===== src/rtl/imgsc_pkg.sv =====
// Shared types, constants and the channel blend function of the ARGB frame scaler.
// Depends on nothing; imported by imgsc_dp, imgsc_ctrl and the top level.
`timescale 1ns / 1ps
`default_nettype none

package imgsc_pkg;

  localparam int unsigned MAX_SRC_DIM_D = 128;
  localparam int unsigned MAX_DST_DIM_D = 4096;
  localparam int unsigned FRAC_W        = 16;
  localparam int unsigned PADDR_W       = 5;

  localparam logic [2:0] REG_SRC_WIDTH      = 3'd0;
  localparam logic [2:0] REG_SRC_HEIGHT     = 3'd1;
  localparam logic [2:0] REG_DST_WIDTH      = 3'd2;
  localparam logic [2:0] REG_DST_HEIGHT     = 3'd3;
  localparam logic [2:0] REG_ANTI_ALIAS     = 3'd4;
  localparam logic [2:0] REG_OUTSIDE_COLOUR = 3'd5;

  localparam logic OP_STORE = 1'b0;
  localparam logic OP_FETCH = 1'b1;

  localparam logic [1:0] DIV_DERIVE = 2'd0;
  localparam logic [1:0] DIV_RX     = 2'd1;
  localparam logic [1:0] DIV_RY     = 2'd2;

  localparam logic [1:0] RES_ERR     = 2'd0;
  localparam logic [1:0] RES_OUTSIDE = 2'd1;
  localparam logic [1:0] RES_NEAR    = 2'd2;
  localparam logic [1:0] RES_BLEND   = 2'd3;

  typedef struct packed {
    logic [7:0]  src_width;
    logic [7:0]  src_height;
    logic [11:0] dst_width;
    logic [11:0] dst_height;
    logic        anti_alias;
    logic [31:0] outside_colour;
  } cfg_t;

  typedef struct packed {
    logic       accept;
    logic       div_start;
    logic [1:0] div_sel;
    logic       ld_derive;
    logic       ld_rx;
    logic       ld_ry;
    logic       mul;
    logic       rd;
    logic [1:0] rd_idx;
    logic       cap;
    logic [1:0] cap_idx;
    logic       mix1;
    logic       res_ld;
    logic [1:0] res_sel;
    logic       out_ld;
  } cmd_t;

  typedef struct packed {
    logic both_zero;
    logic need_derive;
    logic blend;
    logic div_done;
    logic outside_dst;
  } sts_t;

  // bg + (fg - bg) * level / 255 per channel, quotient truncated toward zero
  function automatic logic [31:0] mix(input logic [31:0] fg, input logic [31:0] bg,
                                      input logic [7:0] level);
    logic [31:0]        res;
    logic signed [8:0]  d;
    logic signed [17:0] p;
    logic [15:0]        m;
    logic [16:0]        q;
    logic [7:0]         b;
    res = '0;
    for (int ch = 0; ch < 4; ch++) begin
      b = bg[ch*8 +: 8];
      d = $signed({1'b0, fg[ch*8 +: 8]}) - $signed({1'b0, b});
      p = d * $signed({1'b0, level});
      m = p[17] ? 16'(-p) : 16'(p);
      q = (17'(m) + 17'(m >> 8) + 17'd1) >> 8;
      res[ch*8 +: 8] = p[17] ? (b - q[7:0]) : (b + q[7:0]);
    end
    return res;
  endfunction

endpackage

`default_nettype wire


===== src/rtl/imgsc_ctrl.sv =====
// Controller: sequences ratio division, coordinate products, store reads and blending.
// Depends on imgsc_pkg.
`timescale 1ns / 1ps
`default_nettype none

module imgsc_ctrl
  import imgsc_pkg::*;
(
  input  wire logic clk,
  input  wire logic rst,
  input  wire logic in_valid,
  input  wire logic op,
  output logic      in_ready,
  output logic      out_valid,
  input  wire logic out_ready,
  input  wire logic cfg_wr,
  input  wire sts_t sts,
  output cmd_t      cmd
);

  localparam logic [3:0] S_IDLE   = 4'd0;
  localparam logic [3:0] S_DERIVE = 4'd1;
  localparam logic [3:0] S_RX     = 4'd2;
  localparam logic [3:0] S_RY     = 4'd3;
  localparam logic [3:0] S_MUL    = 4'd4;
  localparam logic [3:0] S_RD     = 4'd5;
  localparam logic [3:0] S_MIX1   = 4'd6;
  localparam logic [3:0] S_MIX2   = 4'd7;
  localparam logic [3:0] S_NEAR   = 4'd8;
  localparam logic [3:0] S_OUT    = 4'd9;

  logic [3:0] state;
  logic [3:0] state_next;
  logic [2:0] cnt;
  logic [2:0] cnt_next;
  logic [2:0] n_rd;
  logic       started;
  logic       started_next;
  logic       stale;
  logic       stale_next;
  logic       out_valid_next;

  assign in_ready = (state == S_IDLE);

  always_comb begin
    cmd            = '0;
    state_next     = state;
    cnt_next       = cnt;
    started_next   = started;
    stale_next     = stale;
    n_rd           = sts.blend ? 3'd4 : 3'd1;
    cmd.accept     = in_valid && in_ready;

    unique case (state) inside
      S_IDLE: begin
        if (cmd.accept && (op == OP_FETCH)) begin
          if (sts.both_zero) begin
            cmd.res_ld  = 1'b1;
            cmd.res_sel = RES_ERR;
            state_next  = S_OUT;
          end else if (stale) begin
            state_next = sts.need_derive ? S_DERIVE : S_RX;
          end else begin
            state_next = S_MUL;
          end
        end
      end
      S_DERIVE, S_RX, S_RY: begin
        cmd.div_sel = (state == S_DERIVE) ? DIV_DERIVE :
                      (state == S_RX)     ? DIV_RX : DIV_RY;
        if (!started) begin
          cmd.div_start = 1'b1;
          started_next  = 1'b1;
        end else if (sts.div_done) begin
          started_next = 1'b0;
          if (state == S_DERIVE) begin
            cmd.ld_derive = 1'b1;
            state_next    = S_RX;
          end else if (state == S_RX) begin
            cmd.ld_rx  = 1'b1;
            state_next = S_RY;
          end else begin
            cmd.ld_ry  = 1'b1;
            stale_next = 1'b0;
            state_next = S_MUL;
          end
        end
      end
      S_MUL: begin
        cmd.mul = 1'b1;
        if (sts.outside_dst) begin
          cmd.res_ld  = 1'b1;
          cmd.res_sel = RES_OUTSIDE;
          state_next  = S_OUT;
        end else begin
          cnt_next   = 3'd0;
          state_next = S_RD;
        end
      end
      S_RD: begin
        cmd.rd      = cnt < n_rd;
        cmd.rd_idx  = cnt[1:0];
        cmd.cap     = cnt != 3'd0;
        cmd.cap_idx = 2'(cnt - 3'd1);
        if (cnt >= n_rd) begin
          cnt_next   = 3'd0;
          state_next = sts.blend ? S_MIX1 : S_NEAR;
        end else begin
          cnt_next = cnt + 3'd1;
        end
      end
      S_MIX1: begin
        cmd.mix1   = 1'b1;
        state_next = S_MIX2;
      end
      S_MIX2: begin
        cmd.res_ld  = 1'b1;
        cmd.res_sel = RES_BLEND;
        state_next  = S_OUT;
      end
      S_NEAR: begin
        cmd.res_ld  = 1'b1;
        cmd.res_sel = RES_NEAR;
        state_next  = S_OUT;
      end
      S_OUT: begin
        if (!out_valid || out_ready) begin
          cmd.out_ld = 1'b1;
          state_next = S_IDLE;
        end
      end
      default: begin
        state_next = S_IDLE;
      end
    endcase

    if (cfg_wr) begin
      stale_next = 1'b1;
    end

    if (cmd.out_ld) begin
      out_valid_next = 1'b1;
    end else if (out_ready) begin
      out_valid_next = 1'b0;
    end else begin
      out_valid_next = out_valid;
    end
  end

  always_ff @(posedge clk) begin
    if (rst) begin
      state     <= S_IDLE;
      cnt       <= 3'd0;
      started   <= 1'b0;
      stale     <= 1'b1;
      out_valid <= 1'b0;
    end else begin
      state     <= state_next;
      cnt       <= cnt_next;
      started   <= started_next;
      stale     <= stale_next;
      out_valid <= out_valid_next;
    end
  end

  a_no_overwrite: assert property (@(posedge clk) disable iff (rst)
    cmd.out_ld |-> (!out_valid || out_ready))
    else $error("pending result overwritten");

  a_done_in_div: assert property (@(posedge clk) disable iff (rst)
    sts.div_done |-> (state == S_DERIVE || state == S_RX || state == S_RY))
    else $error("divider finished outside a ratio state");

  a_cfg_stale: assert property (@(posedge clk) disable iff (rst)
    cfg_wr |=> stale)
    else $error("ratios not marked stale after a register write");

  a_valid_source: assert property (@(posedge clk) disable iff (rst)
    $rose(out_valid) |-> $past(cmd.out_ld))
    else $error("result shown without a load");

  a_rd_bound: assert property (@(posedge clk) disable iff (rst)
    (state == S_RD) |-> (cnt <= 3'd4))
    else $error("read counter ran past four neighbours");

endmodule

`default_nettype wire


===== config.mk =====
export PLATFORM = sky130hd
export DESIGN_NAME = imgsc_ctrl
export DESIGN_NICKNAME = d
export VERILOG_FILES = /design/src/rtl/imgsc_pkg.sv /design/src/rtl/imgsc_ctrl.sv
export SDC_FILE = /design/constraint.sdc
export NUM_CORES = 1
export LEC_CHECK = 0
export BUFFER_PORTS_ARGS = -buffer_cell sky130_fd_sc_hd__buf_2
export CAP_MARGIN = 25
export CORE_MARGIN = 2
export CORE_UTILIZATION = 55
export CTS_BUF_LIST = sky130_fd_sc_hd__clkbuf_8
export DETAILED_ROUTE_END_ITERATION = 10
export HOLD_SLACK_MARGIN = 0.08
export PLACE_DENSITY = 0.87
export SLEW_MARGIN = 0
export SYNTH_ARGS = -nofsm -noshare
export SYNTH_HDL_FRONTEND = slang
export SYNTH_SLANG_ARGS = --single-unit

===== constraint.sdc =====
create_clock -name clk -period 5.75 [get_ports clk]
set_clock_uncertainty 0.15 [all_clocks]
set_input_delay 0.575 -clock clk [delete_from_list [all_inputs] [get_ports clk]]
set_output_delay 0.575 -clock clk [all_outputs]
set_load 0.01 [all_outputs]

==> results.sh <==
export IMPL_outcome="completed"
export IMPL_totalNegativeSetupSlack_ps=0
export IMPL_clockBufferDepth=2
export IMPL_n_fill_cell=127
export IMPL_cts_root_buf="clkbuf_8"
export IMPL_layout_cells_non_filler=160
export IMPL_start_kind="register"
export IMPL_synth_top_cell_by_area="dfxtp_1"
export IMPL_die_w_um=44.19
export IMPL_clk_latency_ps=240
export IMPL_syn_area_per_cell_um2=7.528
export IMPL_rsz0062_at_grt="false"
export IMPL_core_area_um2=1506
export IMPL_antenna_found_initial=0
export IMPL_antenna_cells=0
export IMPL_grt_use_total_pct=23.27
export IMPL_endpoint_kind="output port"
export IMPL_row_count=14
export IMPL_ant_nets=0
export IMPL_ys_seq_area_share_pct=22.54
export IMPL_drive_gt1_share_pct=31.94
export IMPL_syn_area_um2=888.4
export IMPL_max_slew_worst_pin_slew_ps=612.4
export IMPL_crit_type="register to output port"
export IMPL_ys_seq_elements=10
export IMPL_routabilityCongestion=0.7701
export IMPL_cap_violations=0
export IMPL_maxSlewViolCount=0
export IMPL_io_pins=32
export IMPL_required_ps=5030
export IMPL_yosys_top_cells_area="dfxtp_1 23%, nor2_1 7.6%, ha_1 5.6%, nand2b_1 4.9%, a21oi_1 4.5%"
export IMPL_synthToLayoutAreaGrowth_pct=19.72
export IMPL_initial_core_util_pct=58.97
export IMPL_htree_levels=1
export IMPL_ys_flop_type="dfxtp_1"
export IMPL_wl_per_cell_um=12.99
export IMPL_cts_buffers=3
export IMPL_post_route_period_util_pct=45.47
export IMPL_use_met2_pct=38.24
export IMPL_firstDrtPassIters=4
export IMPL_cts_tree="built"
export IMPL_netlist_instances=118
export IMPL_path_clk_slew_ps=60
export IMPL_portBuffers=31
export IMPL_multi_input_area_um2=606.8
export IMPL_synth_cell_types=45
export IMPL_die_h_um=44.19
export IMPL_gr_total_overflow=0
export IMPL_busiest_layer="met2"
export IMPL_synth_fp_nets=133
export IMPL_mostFrequentLayoutCell="buf_2"
export IMPL_setup_viol=0
export IMPL_finalNetCount=160
export IMPL_num_vias=914
export IMPL_drc_errors=0
export IMPL_final_cell_mix="31 x buf_2, 18 x nor2_1, 10 x nand2_1, 10 x dfxtp_1, 8 x a21oi_1"
export IMPL_p_leak_nw=0.4979
export IMPL_synth_top_area_share_pct=22.54
export IMPL_hold_class="register to register"
export IMPL_first_iter_violations=22
export IMPL_vdd_ir_drop_max_mv=0.2371
export IMPL_grt_pass1_wl_mm=3.374
export IMPL_die_area_um2=1953
export IMPL_dp_cells=156
export IMPL_grt_pass1_vias=753
export IMPL_max_freq_ghz=0.3825
export IMPL_cp_max_fo=20
export IMPL_async_flop_share_pct=0
export IMPL_finalHoldViolations=0
export IMPL_cts_sinks=10
export IMPL_post_cts_buffers=0
export IMPL_met1_usage_pct=29.97
export IMPL_use_met3_pct=4.490
export IMPL_crit_arrival_ps=1890
export IMPL_grt_max_degree=21
export IMPL_drt_wl_total_mm=2.078
export IMPL_postCtsHoldBufs=0
export IMPL_dp_hpwl_mm=1.618
export IMPL_slew_limit_headroom_pct=59.12
export IMPL_ys_warnings_count=0
export IMPL_fin_crit_ps=2615
export IMPL_ctsResizeCount=0
export IMPL_powerDensity_nw_per_um2=365.3
export IMPL_synth_edf_count=0
export IMPL_vias_per_cell=5.713
export IMPL_register_area_um2=200.2
Yosys cell counts (all sizes together) (2+ instances only):
cell / n
nand3: 2
a21oi: 9
a22oi: 2
nor2: 18
inv: 7
nor3: 3
nand4bb: 2
dfxtp: 10
or3b: 2
nor4: 3
nand2: 10
a211oi: 3
clkbuf: 2
o21ai: 3
ha: 4
mux2i: 2
or2: 4
o31ai: 2
buf: 7
nand2b: 7
per-stage QoR:
step / hold WS, ps / power [mW] / cell area, µm² / setup WS [ps] / util, %
final: 373.8 / 0.3885 / 1064 / 3135 / 70.60
after global routing: 402.9 / 0.4195 / 1064 / 2975 / 70.60
after CTS: 380.3 / 0.3902 / 1064 / 3148 / 70.60
after detailed placement: 367.3 / 0.2996 / 1008 / 3376 / 66.94
after global placement: 349.6 / 0.2936 / 1008 / 3453 / 66.94
after floorplan: 325.6 / 0.2576 / 888.4 / 3650 / -
per-layer routing:
layer  routed length (µm)  vias up
li1                     -      466
met1                  911      412
met2                 1020       34
met3                  132        2
met4                   14        0
met5                    0        -
registers in the layout (all words and copies together), names as in the netlist:
register / flops
cnt: 3
out_valid: 1
stale: 1
started: 1
state: 4
cells by family after synthesis:
kind of cell               synth area share (%)
AOI/OAI and AO/OA                         24.79
xor gates and xnor gates                 0.9861
adders and majority gates                 5.634
buffers and inverters                     9.154
DFF                                       22.53
muxes                                     2.254
and+or+nand+nor                           34.65
path summary, 6_finish.rpt:
path | startpoint | slack, ps | to | cells past startpoint
setup / recovery | state[0] | 3140 | cmd[10] | 3
hold / removal | started | 370 | started | 2
setup reg to reg | state[0] | 3620 | cnt[2] | 4
hold reg to reg | started | 370 | started | 2
final cells by class:
class	instances	area share, %
multi-input combinational	92	57.06
sequential	10	18.82
timing repair buffer	31	14.59
clock buffer	4	5.176
inverter	7	2.471
tap	16	1.882
where the power goes:
part           switching [mW]  internal [mW]
combinational          0.0990         0.0830
clock                  0.0293         0.0603
sequential             0.0349         0.0820
total                   0.163          0.225
worst max-delay path, stage by stage (launching register included):
cell and delay, ps:
dfxtp_1 710, nand4bb_1 440, a211oi_1 330, buf_2 170
Power figures use the tool's default switching activity.
